### config.mk
export PLATFORM = sky130hd
export DESIGN_NAME = sact_ram
export DESIGN_NICKNAME = d
export VERILOG_FILES = /design/src/design/set_assoc_cache_tag_controller_unit_macros.svh /design/src/design/sact_ram.sv
export SDC_FILE = /design/constraint.sdc
export NUM_CORES = 1
export LEC_CHECK = 0
export ABC_AREA = 1
export BUFFER_PORTS_ARGS = -buffer_cell sky130_fd_sc_hd__buf_2
export CAP_MARGIN = 30
export CORE_AREA = 2 2 142 75
export DETAILED_ROUTE_END_ITERATION = 8
export DIE_AREA = 0 0 144 77
export PLACE_DENSITY = 0.77
export RECOVER_POWER = 50
export SYNTH_ARGS = -nofsm -noshare
export SYNTH_HDL_FRONTEND = slang
export SYNTH_SLANG_ARGS = --single-unit
### constraint.sdc
create_clock -name clock -period 3.06 [get_ports clock]
set_input_delay 0.612 -clock clock [delete_from_list [all_inputs] [get_ports clock]]
set_output_delay 0.612 -clock clock [all_outputs]
set_load 0.1 [all_outputs]
### src/design/set_assoc_cache_tag_controller_unit_macros.svh
// assertion helpers for the cache tag controller
`ifndef SET_ASSOC_CACHE_TAG_CONTROLLER_UNIT_MACROS_SVH
`define SET_ASSOC_CACHE_TAG_CONTROLLER_UNIT_MACROS_SVH

// implication checked on every rising clock edge outside reset
`define SACT_ASSERT_IMPL(label, clk, rst, pre, post, msg) \
   label: assert property (@(posedge clk) disable iff (rst) (pre) |-> (post)) \
      else $error(msg);

// implication checked at the next rising clock edge
`define SACT_ASSERT_NEXT(label, clk, rst, pre, post, msg) \
   label: assert property (@(posedge clk) disable iff (rst) (pre) |=> (post)) \
      else $error(msg);

`endif

### src/design/sact_ram.sv
module sact_ram #(
   parameter int WIDTH = 8,
   parameter int DEPTH = 16
) (
   input  logic                     clock,
   input  logic                     wr_en,
   input  logic [$clog2(DEPTH)-1:0] wr_addr,
   input  logic [WIDTH-1:0]         wr_data,
   input  logic [$clog2(DEPTH)-1:0] rd_addr,
   output logic [WIDTH-1:0]         rd_data
);

   logic [WIDTH-1:0] mem [DEPTH];
   logic [WIDTH-1:0] rd_data_ff;

   // single write port, registered read
   always_ff @(posedge clock) begin
      if (wr_en) begin
         mem[wr_addr] <= wr_data;
      end
      rd_data_ff <= mem[rd_addr];
   end

   assign rd_data = rd_data_ff;

endmodule

After elaboration in Yosys (flattened, before gate mapping)
Memory sizes are Yosys's and may differ from the RTL's. A register that Yosys moved wholly into a read port is not among the register bits.
Cells that the tools add are included.
{"block": "word_totals", "register_bits": 0, "memories": 1, "in_bits": 18, "mem_bits_rw": 128, "output_inout_bits": 8, "word_cells": 3}
{"block": "op_classes", "n_mux": 2}
{"memory": "mem", "depth": 16, "width": 8, "read_ports": 1, "rd_ports_with_merged_regs": 1, "write_ports": 1, "line_no": "sact_ram.sv:13", "text": "logic [WIDTH-1:0] mem [DEPTH];"}
{"cell": "1-bit two-way mux", "n": 2}

Longest topological paths before layout
Gate-level depths: netlist of the first run.
{"block": "logic_depth", "depth_word": 2, "ltp_mapped": 8, "mapped_depth_nobuf": 7}

Worst setup path before layout of the first run
OpenSTA, ideal clock, no wires.
{"block": "synth_timing", "kind": "input -> register", "startpoint": "in wr_addr[2]", "endpoint": "mem mem[10][0], enable pin", "path_slack_ns": 1.497, "arrival_time_ns": 1.193, "cell_stages": 2, "required_time_ns": 2.690, "path_cell_list": "nand3b_1 > nor2_1"}
{"element": "start, declared", "line_no": "sact_ram.sv:7", "text": "input logic [$clog2(DEPTH)-1:0] wr_addr,"}
{"element": "end, declared", "line_no": "sact_ram.sv:13"}
Straight into the memory's write port.

Final worst setup path of the first run
{"block": "layout_timing", "startpoint": "reg rd_data_ff[1] (netlist: rd_data[1]) (read register of mem)", "endpoint": "out rd_data[1]"}
{"element": "start, declared", "line_no": "sact_ram.sv:14", "text": "logic [WIDTH-1:0] rd_data_ff;"}
{"element": "end, declared", "line_no": "sact_ram.sv:10", "text": "output logic [WIDTH-1:0] rd_data"}
No word-level cell between the ends.

==> key figures, run 1 <==
Pwr
  – Leak Pwr: approximately 2.8 nW
  – Power Total: roughly 4.4 mW
  – Clock network fraction of design power: roughly 45%
  – Internal power of the cells: ~3.4 mW
  – Sequential Power Share: a little under half
  – Sw Ratio: between 20% and 30%
  – Sw power: about 1 mW
  – Power per standard cell area: 676 nW/µm²
  – Max IR drop VDD: ~460 µV
  – Share of power burned in combinational logic: under 10%

Route
  – Number of design rule violations left after detail routing: 0
  – DRC violation total after the first TritonRoute iteration: approximately 350
  – Via count: between 3k and 4k
  – Post-detailed-routing wire length: ~13,000 µm
  – Vias per std cell: between 5 and 6
  – Number of nets with antenna violations after routing: 0
  – First-pass detailed-route iteration total: 6
  – Routed wire length per instance: around 18 µm

Timing
  – Max Transition Viols Final: 0
  – Minimum clock period: 1.77 ns
  – Worst max-slew margin expressed relative to the limit: 33.9%
  – Final setup violation count: 0
  – Fraction of the cycle the final worst path needs: ~58%
  – Post-route setup TNS: 0 ns
  – Max Clk Rate: between 500 and 600 MHz
  – Number of hold violations in the final report: 0
  – RSZ-0062 raised after global routing: false
  – Max Clock Skew: 0.00848 ns
  – Actual slew at the worst max-slew pin: just under 1 ns

Clock network
  – Post-CTS Repair Setup Buffers: 0
  – Number of buffers added by the clock tree synthesis step: 17
  – CTS Hold Buffers Added: 0
  – Post-CTS clock slew at the launch and capture registers of the worst setup and hold paths: 0.06 ns
  – Maximum buffer depth of the clock tree: 2
  – Number of clock sinks: ~140
  – Worst-skew pair later-pin latency: 0.42 ns
  – Library cell used as clock root buffer: sky130_fd_sc_hd__clkbuf_16
  – Number of H-tree branching levels: 4
  – Resized Gates After CTS: 0
  – Clock tree from TritonCTS: yes

Die
  – Count of pins on the block boundary: 26
  – Effective utilization at floorplan: 58.5%
  – Die Y: 77 µm
  – Number of cell rows: 26
  – Core area: between 9000 and 10,000 µm²
  – Chip width: roughly 140 µm
  – Die area: between 10,000 and 15,000 µm²

Place
  – HPWL after DPL: between 7000 and 8000 µm
  – Post-place instance area: 5990 µm²
  – Port bufs: 25
  – Final weighted congestion in routability-driven placement: ~0.89
  – Cell Count Post-Placement: approximately 700

Worst setup path
  – Number of buffer and inverter instances along the worst setup path: 1
  – Nature of the critical path endpoint: primary output
  – Crit Path Category: reg -> out
  – Element type at the critical path start: register
  – Required time worst endpoint: 2.45 ns
  – CP max stage cell: sky130_fd_sc_hd__buf_2
  – Family with the most delay on the worst path: buffers and inverters
  – CP Cell Sequence: buf_2
  – Worst setup slack for register-to-register paths: roughly 2 ns
  – Highest fanout seen on the critical path: 1
  – CP arrival: about 1.2 ns
  – Peak per-stage delay on the critical path: roughly 0.42 ns

Global routing
  – Initial antenna violation count: 0
  – Via count of the first global-routing pass: 3,602
  – Global router's overall resource usage: approximately 25%
  – Overflow left after global routing: 0
  – Largest net degree at the start of global routing: 65
  – First-pass GRT wire length: 20,000 µm

Layout
  – Fill count: approximately 760
  – Top library cells by usage in the layout, fill and taps aside: sky130_fd_sc_hd__nand2_1, sky130_fd_sc_hd__edfxtp_1, sky130_fd_sc_hd__inv_1
  – Area of combinational cells with multiple inputs: ~1200 µm²
  – Antenna Cells: 0
  – Number of cells in the finished layout apart from fillers: about 730
  – Leading cell type in the layout, fill and taps excluded: sky130_fd_sc_hd__nand2_1
  – Fraction of final layout cells with drive strength greater than 1: around 8.4%
  – Post-route cell area: between 6000 and 7000 µm²
  – Synthesis-to-finish area growth: 13.4%
  – Final #Nets: approximately 600
  – Sequential cell area: between 4000 and 5000 µm²

Yosys
  – Netlist cell types: 12
  – Synth warnings: 0
  – Top cells by area, synth: sky130_fd_sc_hd__edfxtp_1, sky130_fd_sc_hd__nand2_1, sky130_fd_sc_hd__nand3_1
  – Portion of synthesized cell area occupied by the leading cell type: between 60% and 70%
  – Cell count after synthesis: ~550
  – Total nets after synthesis: between 500 and 600
  – Synthesized area: slightly below 6000 µm²
  – Cell type with the highest aggregate area in the netlist: sky130_fd_sc_hd__edfxtp_1
  – Avg Inst Size Synth: 10.5 µm²
  – Register area share after synthesis: 69.4%
  – Flop and latch count out of synthesis: roughly 140

Min path
  – Worst Hold Class: in -> reg

Run
  – Max-capacitance violation count: 0

Status
  – Result of the run: finished clean
synthesized netlist by cell type (all sizes together):
cell type / number
inv: 102
nand3: 97
dfxtp: 8
nor2: 17
nand3b: 2
buf: 24
edfxtp: 128
nand2: 173
final timing paths:
check | start | endpoint | cells after the start
min reg2reg | mem[11][5]$_DFFE_PP_ | rd_data[5]$_DFF_P_ | 6
min | rd_addr[3] | rd_data[5]$_DFF_P_ | 3
max reg2reg | mem[15][3]$_DFFE_PP_ | rd_data[3]$_DFF_P_ | 6
max | rd_data[1]$_DFF_P_ | rd_data[1] | 1
through the flow:
step	util, %	hold slack, ns	setup slack [ns]
global placement	60.8	0.658	1.09
floorplan	-	0.607	1.50
CTS	66.5	0.566	1.26
finish	66.3	0.576	1.29
detailed placement	60.8	0.670	1.03
global route	66.3	0.589	1.24
cell type report:
type	instances	area share, %
tap	140	2.68
timing repair buffer	35	2.97
inverter	102	5.85
sequential	136	61.2
multi-input combinational	289	18.6
clock buffer	21	6.73
clock inverter	11	1.99
kinds of logic after synthesis:
family                 Yosys count  synth area share [%]
flip-flops                     136                  69.4
AND/OR/NAND/NOR                289                  21.0
buffers and inverters          126                  9.52
registers in the layout, summed over array words and instances, names as in the netlist:
signal   flops
mem        128
rd_data      8
tightest hold or removal path, delay by kind of cell:
kind                   cells  cell delay, ns
buffers and inverters      1            0.18
AND/OR/NAND/NOR            2            0.15
power groups by stage:
stage               Clock, mW  Sequential [mW]  Combinational (mW)
finish                   1.99             2.10               0.333
global route             2.09             2.10               0.359
CTS                      2.01             2.10               0.333
detailed placement          0             2.13               0.329
global placement            0             2.13               0.324
floorplan                   0             2.22               0.147
routing by layer:
layer	GRT usage [%]	share of wire (%)	vias up
li1	-	-	1832
met1	39.2	45	1798
met2	33.8	41	234
met3	8.00	13	21
met4	8.43	1.0	0
met5	0	0	-
(Power assumes the default switching activity.)
==> inputs of run 2 (changes only) <==
==> constraint.sdc (replaced) <==
create_clock -name clock -period 1.7 [get_ports clock]
set_input_delay 0.34 -clock clock [delete_from_list [all_inputs] [get_ports clock]]
set_output_delay 0.34 -clock clock [all_outputs]
set_load 0.1 [all_outputs]
==> key figures, run 2 (same netlist as run 1, synthesis figures left out) <==
Status
  – Result of the run: finished clean

Place
  – HPWL after DPL: 8150 µm (+3.8%)
  – Cell Count Post-Placement: 717 (+2.1%)
  – Post-place instance area: 6130 µm² (+2.3%)
  – Worst setup slack before clock tree synthesis: 0.257 ns (-0.776 ns)
  – Final weighted congestion in routability-driven placement: 0.893 (-0.10%)
  – Port bufs: 25 (unchanged)

Timing
  – Max Transition Viols Final: 0 (unchanged)
  – Max Clk Rate: approximately 650 MHz
  – RSZ-0062 raised after global routing: false
  – Worst max-slew margin expressed relative to the limit: 39.8% (+5.9 points)
  – Minimum clock period: around 1.5 ns
  – Worst setup slack after layout: 0.157 ns (-1.13 ns)
  – Actual slew at the worst max-slew pin: 0.903 ns (-0.0882 ns)
  – Worst hold-check slack: 0.301 ns (-0.275 ns)
  – Post-route setup TNS: 0 ns (unchanged)
  – Final setup violation count: 0 (unchanged)
  – Number of hold violations in the final report: 0 (unchanged)
  – Max Clock Skew: 0.00785 ns (-0.000633 ns)
  – Fraction of the cycle the final worst path needs: 90.8%

Die
  – Die area: 11,100 µm² (unchanged)
  – Chip width: 144 µm (unchanged)
  – Effective utilization at floorplan: 58.5% (unchanged)
  – Core area: 9860 µm² (unchanged)
  – Count of pins on the block boundary: 26 (unchanged)
  – Number of cell rows: 26 (unchanged)
  – Die Y: 77 µm (unchanged)

Worst setup path
  – Family with the most delay on the worst path: buffers and inverters
  – Number of buffer and inverter instances along the worst setup path: 1 (unchanged)
  – Worst setup slack for register-to-register paths: 0.73 ns (-1.25 ns)
  – CP Cell Sequence: buf_2
  – Nature of the critical path endpoint: primary output
  – Capture point of the critical path: rd_data[7]
  – CP max stage cell: sky130_fd_sc_hd__buf_2
  – Number of cells traversed by the worst register-to-register path: 6 (unchanged)
  – Peak per-stage delay on the critical path: 0.44 ns (+0.02 ns)
  – CP arrival: 1.20 ns (+0.04 ns)
  – Endpoint of the worst-slack reg-to-reg timing path: rd_data[3]$_DFF_P_
  – Start of the worst register-to-register path: mem[11][3]$_DFFE_PP_
  – Required time worst endpoint: 1.36 ns (-1.09 ns)
  – Crit Path Category: reg -> out
  – Levels on crit path: 1 (unchanged)
  – Element type at the critical path start: register
  – Highest fanout seen on the critical path: 1 (unchanged)
  – Critical Path Start: rd_data[7]$_DFF_P_

Route
  – Post-route met1 wirelength: 6050 µm (+3.2%)
  – Post-detailed-routing wire length: 12,900 µm (-1.1%)
  – Vias per std cell: 5.23 (-1.2%)
  – DRC violation total after the first TritonRoute iteration: 436 (+24%)
  – Routed wire length per instance: 17.2 µm (-3.2%)
  – First-pass detailed-route iteration total: 5 (-1)
  – Number of design rule violations left after detail routing: 0 (unchanged)
  – DR WL met3: 1210 µm (-30%)
  – Number of nets with antenna violations after routing: 0 (unchanged)
  – Via count: 3,924 (+1.0%)
  – Top Layer Used: met4
  – Met2 Routed Length: 5560 µm (+4.1%)

Clock network
  – Resized Gates After CTS: 0 (unchanged)
  – Post-CTS Repair Setup Buffers: 0 (unchanged)
  – Library cell used as clock root buffer: sky130_fd_sc_hd__clkbuf_16
  – Maximum buffer depth of the clock tree: 2 (unchanged)
  – Post-CTS clock slew at the launch and capture registers of the worst setup and hold paths: 0.06 ns (about the same)
  – Clock tree from TritonCTS: yes
  – Number of buffers added by the clock tree synthesis step: 17 (unchanged)
  – CTS Hold Buffers Added: 0 (unchanged)
  – Number of clock sinks: 136 (unchanged)
  – Worst-skew pair later-pin latency: 0.42 ns (about the same)
  – Number of H-tree branching levels: 4 (unchanged)

Layout
  – Final standard cell utilization of the core: 67.7% (+1.4 points)
  – Synthesis-to-finish area growth: 15.8%
  – Max reg flops: 128 (unchanged)
  – Register with the most flip-flops: mem
  – Post-route cell area: 6680 µm² (+2.1%)
  – Leading cell type in the layout, fill and taps excluded: sky130_fd_sc_hd__nand2_1
  – Number of cells in the finished layout apart from fillers: 750 (+2.2%)
  – Final #Nets: 614 (+2.5%)
  – Top library cells by usage in the layout, fill and taps aside: sky130_fd_sc_hd__nand2_1, sky130_fd_sc_hd__edfxtp_1, sky130_fd_sc_hd__inv_1
  – Fraction of final layout cells with drive strength greater than 1: 11.7% (+3.2 points)

Global routing
  – Overflow left after global routing: 0 (unchanged)
  – Initial antenna violation count: 1 (+1)
  – Via count of the first global-routing pass: 3,811 (+5.8%)
  – Largest net degree at the start of global routing: 49 (-25%)
  – First-pass GRT wire length: 20,400 µm (+2.1%)
  – Global router's overall resource usage: 25.5% (+0.19 points)

Min path
  – Worst Hold Class: in -> reg
  – Count of cells along the worst hold path: 3 (unchanged)

Pwr
  – Max IR drop VDD: 802 µV (+75%)
  – Leak Pwr: 2.90 nW (+3.4%)
  – Power per standard cell area: 1180 nW/µm² (+75%)
  – Power Total: 7.87 mW (+78%)

Run
  – Max-capacitance violation count: 0 (unchanged)
==> run 2: final cells by class <==
| class | instances | area [µm²] |
|---|---|---|
| Sequential cell | 136 | 4000 |
| Fill cell | 739 | 3180 |
| Multi-Input combinational cell | 289 | 1210 |
| Clock buffer | 18 | 429 |
| Inverter | 102 | 383 |
| Timing Repair Buffer | 50 | 335 |
| Tap cell | 140 | 175 |
| Clock inverter | 14 | 134 |
| Antenna cell | 1 | 2.50 |
==> run 2: worst min path at each step <==
stage | start | to
5_1_grt | rd_addr[3] | rd_data[1]$_DFF_P_
6_report | rd_addr[3] | rd_data[7]$_DFF_P_
3_5_place_dp | mem[12][1]$_DFFE_PP_ | rd_data[1]$_DFF_P_
2_1_floorplan | wr_data[0] | mem[0][0]$_DFFE_PP_
3_3_place_gp | mem[10][7]$_DFFE_PP_ | rd_data[7]$_DFF_P_
4_1_cts | rd_addr[3] | rd_data[4]$_DFF_P_
==> run 2: routing by layer <==
metal / track usage [%] / up-vias
li1: - / 1865
met1: 37.9 / 1884
met2: 35.9 / 164
met3: 8.37 / 11
met4: 7.94 / 0
met5: 0 / -
==> run 2: report_power, final <==
part           internal [mW]  switching, mW  total (mW)
combinational          0.142          0.468       0.610
clock                   2.13           1.36        3.49
sequential              3.75         0.0236        3.77
==> inputs of run 3 (changes only) <==
--- a/config.mk
+++ b/config.mk
@@ -9,10 +9,12 @@
 export BUFFER_PORTS_ARGS = -buffer_cell sky130_fd_sc_hd__buf_2
 export CAP_MARGIN = 30
 export CORE_AREA = 2 2 142 75
+export CTS_CLUSTER_DIAMETER = 80
 export DETAILED_ROUTE_END_ITERATION = 8
 export DIE_AREA = 0 0 144 77
 export PLACE_DENSITY = 0.77
 export RECOVER_POWER = 50
+export REMOVE_ABC_BUFFERS = 1
 export SYNTH_ARGS = -nofsm -noshare
 export SYNTH_HDL_FRONTEND = slang
 export SYNTH_SLANG_ARGS = --single-unit
==> key figures, run 3 (same netlist as run 1, synthesis figures left out) <==
Worst setup path
  – Element type at the critical path start: register
  – Family with the most delay on the worst path: buffers and inverters
  – CP Cell Sequence: buf_2
  – CP arrival: 1.23 ns (+0.03 ns)
  – CP max stage cell: sky130_fd_sc_hd__buf_2
  – Critical Path Start: rd_data[3]$_DFF_P_
  – Peak per-stage delay on the critical path: 0.45 ns (about the same)
  – Crit Path Category: reg -> out
  – Nature of the critical path endpoint: primary output
  – Highest fanout seen on the critical path: 1 (unchanged)
  – Number of buffer and inverter instances along the worst setup path: 1 (unchanged)
  – Required time worst endpoint: 1.36 ns (about the same)
  – Start of the worst register-to-register path: mem[6][6]$_DFFE_PP_

Route
  – Number of design rule violations left after detail routing: 0 (unchanged)
  – Via count: 3,918 (-0.15%)
  – DRC violation total after the first TritonRoute iteration: 351 (-19%)
  – Post-detailed-routing wire length: 12,400 µm (-4.1%)
  – Number of nets with antenna violations after routing: 0 (unchanged)
  – Routed wire length per instance: 16.6 µm (-3.6%)
  – First-pass detailed-route iteration total: 5 (unchanged)
  – Vias per std cell: 5.25 (+0.38%)

Global routing
  – Via count of the first global-routing pass: 3,701 (-2.9%)
  – First-pass GRT wire length: 19,600 µm (-3.9%)
  – Largest net degree at the start of global routing: 65 (+33%)
  – Overflow left after global routing: 0 (unchanged)
  – Initial antenna violation count: 1 (unchanged)
  – Global router's overall resource usage: 24.4% (-1.1 points)

Die
  – Die area: 11,100 µm² (unchanged)
  – Number of cell rows: 26 (unchanged)
  – Effective utilization at floorplan: 58.5% (unchanged)
  – Count of pins on the block boundary: 26 (unchanged)
  – Core area: 9860 µm² (unchanged)
  – Chip width: 144 µm (unchanged)
  – Die Y: 77 µm (unchanged)

Clock network
  – CTS Hold Buffers Added: 0 (unchanged)
  – Number of H-tree branching levels: 4 (unchanged)
  – Library cell used as clock root buffer: sky130_fd_sc_hd__clkbuf_16
  – Clock tree from TritonCTS: yes
  – Resized Gates After CTS: 0 (unchanged)
  – Worst-skew pair later-pin latency: 0.41 ns (about the same)
  – Post-CTS Repair Setup Buffers: 0 (unchanged)
  – Maximum buffer depth of the clock tree: 2 (unchanged)
  – Post-CTS clock slew at the launch and capture registers of the worst setup and hold paths: 0.06 ns (about the same)
  – Number of buffers added by the clock tree synthesis step: 17 (unchanged)
  – Number of clock sinks: 136 (unchanged)

Timing
  – Max Transition Viols Final: 0 (unchanged)
  – Number of hold violations in the final report: 0 (unchanged)
  – Max Clk Rate: 639 MHz (-1.5%)
  – Worst hold-check slack: 0.317 ns (+0.0157 ns)
  – Actual slew at the worst max-slew pin: 0.730 ns (-0.174 ns)
  – Post-route setup TNS: 0 ns (unchanged)
  – Worst max-slew margin expressed relative to the limit: 51.4% (+12 points)
  – Final setup violation count: 0 (unchanged)
  – Minimum clock period: 1.57 ns (+0.0232 ns)
  – RSZ-0062 raised after global routing: false
  – Max Clock Skew: 0.00643 ns (-0.00141 ns)
  – Fraction of the cycle the final worst path needs: 92.1% (+1.4 points)

Pwr
  – Leak Pwr: 2.87 nW (-1.2%)
  – Sequential Power Share: 48.8% (+0.9 points)
  – Sw Ratio: 23.1% (-0.36 points)
  – Internal power of the cells: 5.95 mW (-1.4%)
  – Clock network fraction of design power: 43.5% (-0.8 points)
  – Share of power burned in combinational logic: 7.7% (about the same)
  – Power per standard cell area: 1170 nW/µm² (-0.87%)
  – Max IR drop VDD: 718 µV (-10%)
  – Sw power: 1.79 mW (-3.3%)

Layout
  – Leading cell type in the layout, fill and taps excluded: sky130_fd_sc_hd__nand2_1
  – Final standard cell utilization of the core: 67.1% (-0.65 points)
  – Top library cells by usage in the layout, fill and taps aside: sky130_fd_sc_hd__nand2_1, sky130_fd_sc_hd__edfxtp_1, sky130_fd_sc_hd__inv_1
  – Final #Nets: 610 (-0.65%)
  – Synthesis-to-finish area growth: 14.7%
  – Number of cells in the finished layout apart from fillers: 746 (-0.53%)
  – Fraction of final layout cells with drive strength greater than 1: 10.7% (-0.91 points)
  – Max reg flops: 128 (unchanged)
  – Register with the most flip-flops: mem

Min path
  – Min-delay src: rd_addr[3]
  – Worst Hold Class: in -> reg

Place
  – HPWL after DPL: 7780 µm (-4.5%)
  – Cell Count Post-Placement: 713 (-0.56%)
  – Final weighted congestion in routability-driven placement: 0.825 (-7.6%)
  – Port bufs: 25 (unchanged)

Run
  – Max-capacitance violation count: 0 (unchanged)

Status
  – Result of the run: finished clean
[run 3: cell count changes in the layout (fill, tap and decap cells not counted), sizes merged]
cell / before / now
clkbuf: 28 / 32
clkinv: 10 / 7
buf: 40 / 36
bufinv: 2 / 1
[run 3: cell type report]
cell class,count,area (µm²)
inverter,102,383
fill,756,3240
sequential,136,4000
clock buffer,22,464
antenna,1,2.50
clock inverter,10,77.6
multi-input combinational,289,1210
timing repair buffer,46,293
tap,140,175
[run 3: worst paths after layout]
check / slack (ns) / endpoint / cells after the start
setup / recovery: 0.13 / rd_data[3] / 1
hold / removal: 0.32 / rd_data[7]$_DFF_P_ / 3
setup reg to reg: 0.71 / rd_data[6]$_DFF_P_ / 6
hold reg to reg: 0.67 / rd_data[7]$_DFF_P_ / 6
[run 3: power by group through the flow]
stage,logic (mW),registers (mW),clock network (mW)
floorplan,0.202,4.00,0
global placement,0.581,3.84,0
detailed placement,0.594,3.84,0
CTS,0.597,3.77,3.39
global route,0.647,3.78,3.53
finish,0.593,3.77,3.36
[run 3: stage by stage]
stage               setup slack [ns]  area, µm²  power [mW]
floorplan                      0.380       5600        4.20
global placement               0.260       6080        4.42
detailed placement             0.224       6080        4.44
CTS                            0.117       6630        7.76
global route                   0.100       6610        7.96
finish                         0.134       6610        7.73
[run 3: layer usage]
| layer | share of wire (%) | GRT usage, % |
|---|---|---|
| met5 | 0 | 0 |
| met4 | 1.7 | 8.24 |
| met3 | 8.3 | 8.18 |
| met2 | 42 | 32.7 |
| met1 | 48 | 37.3 |
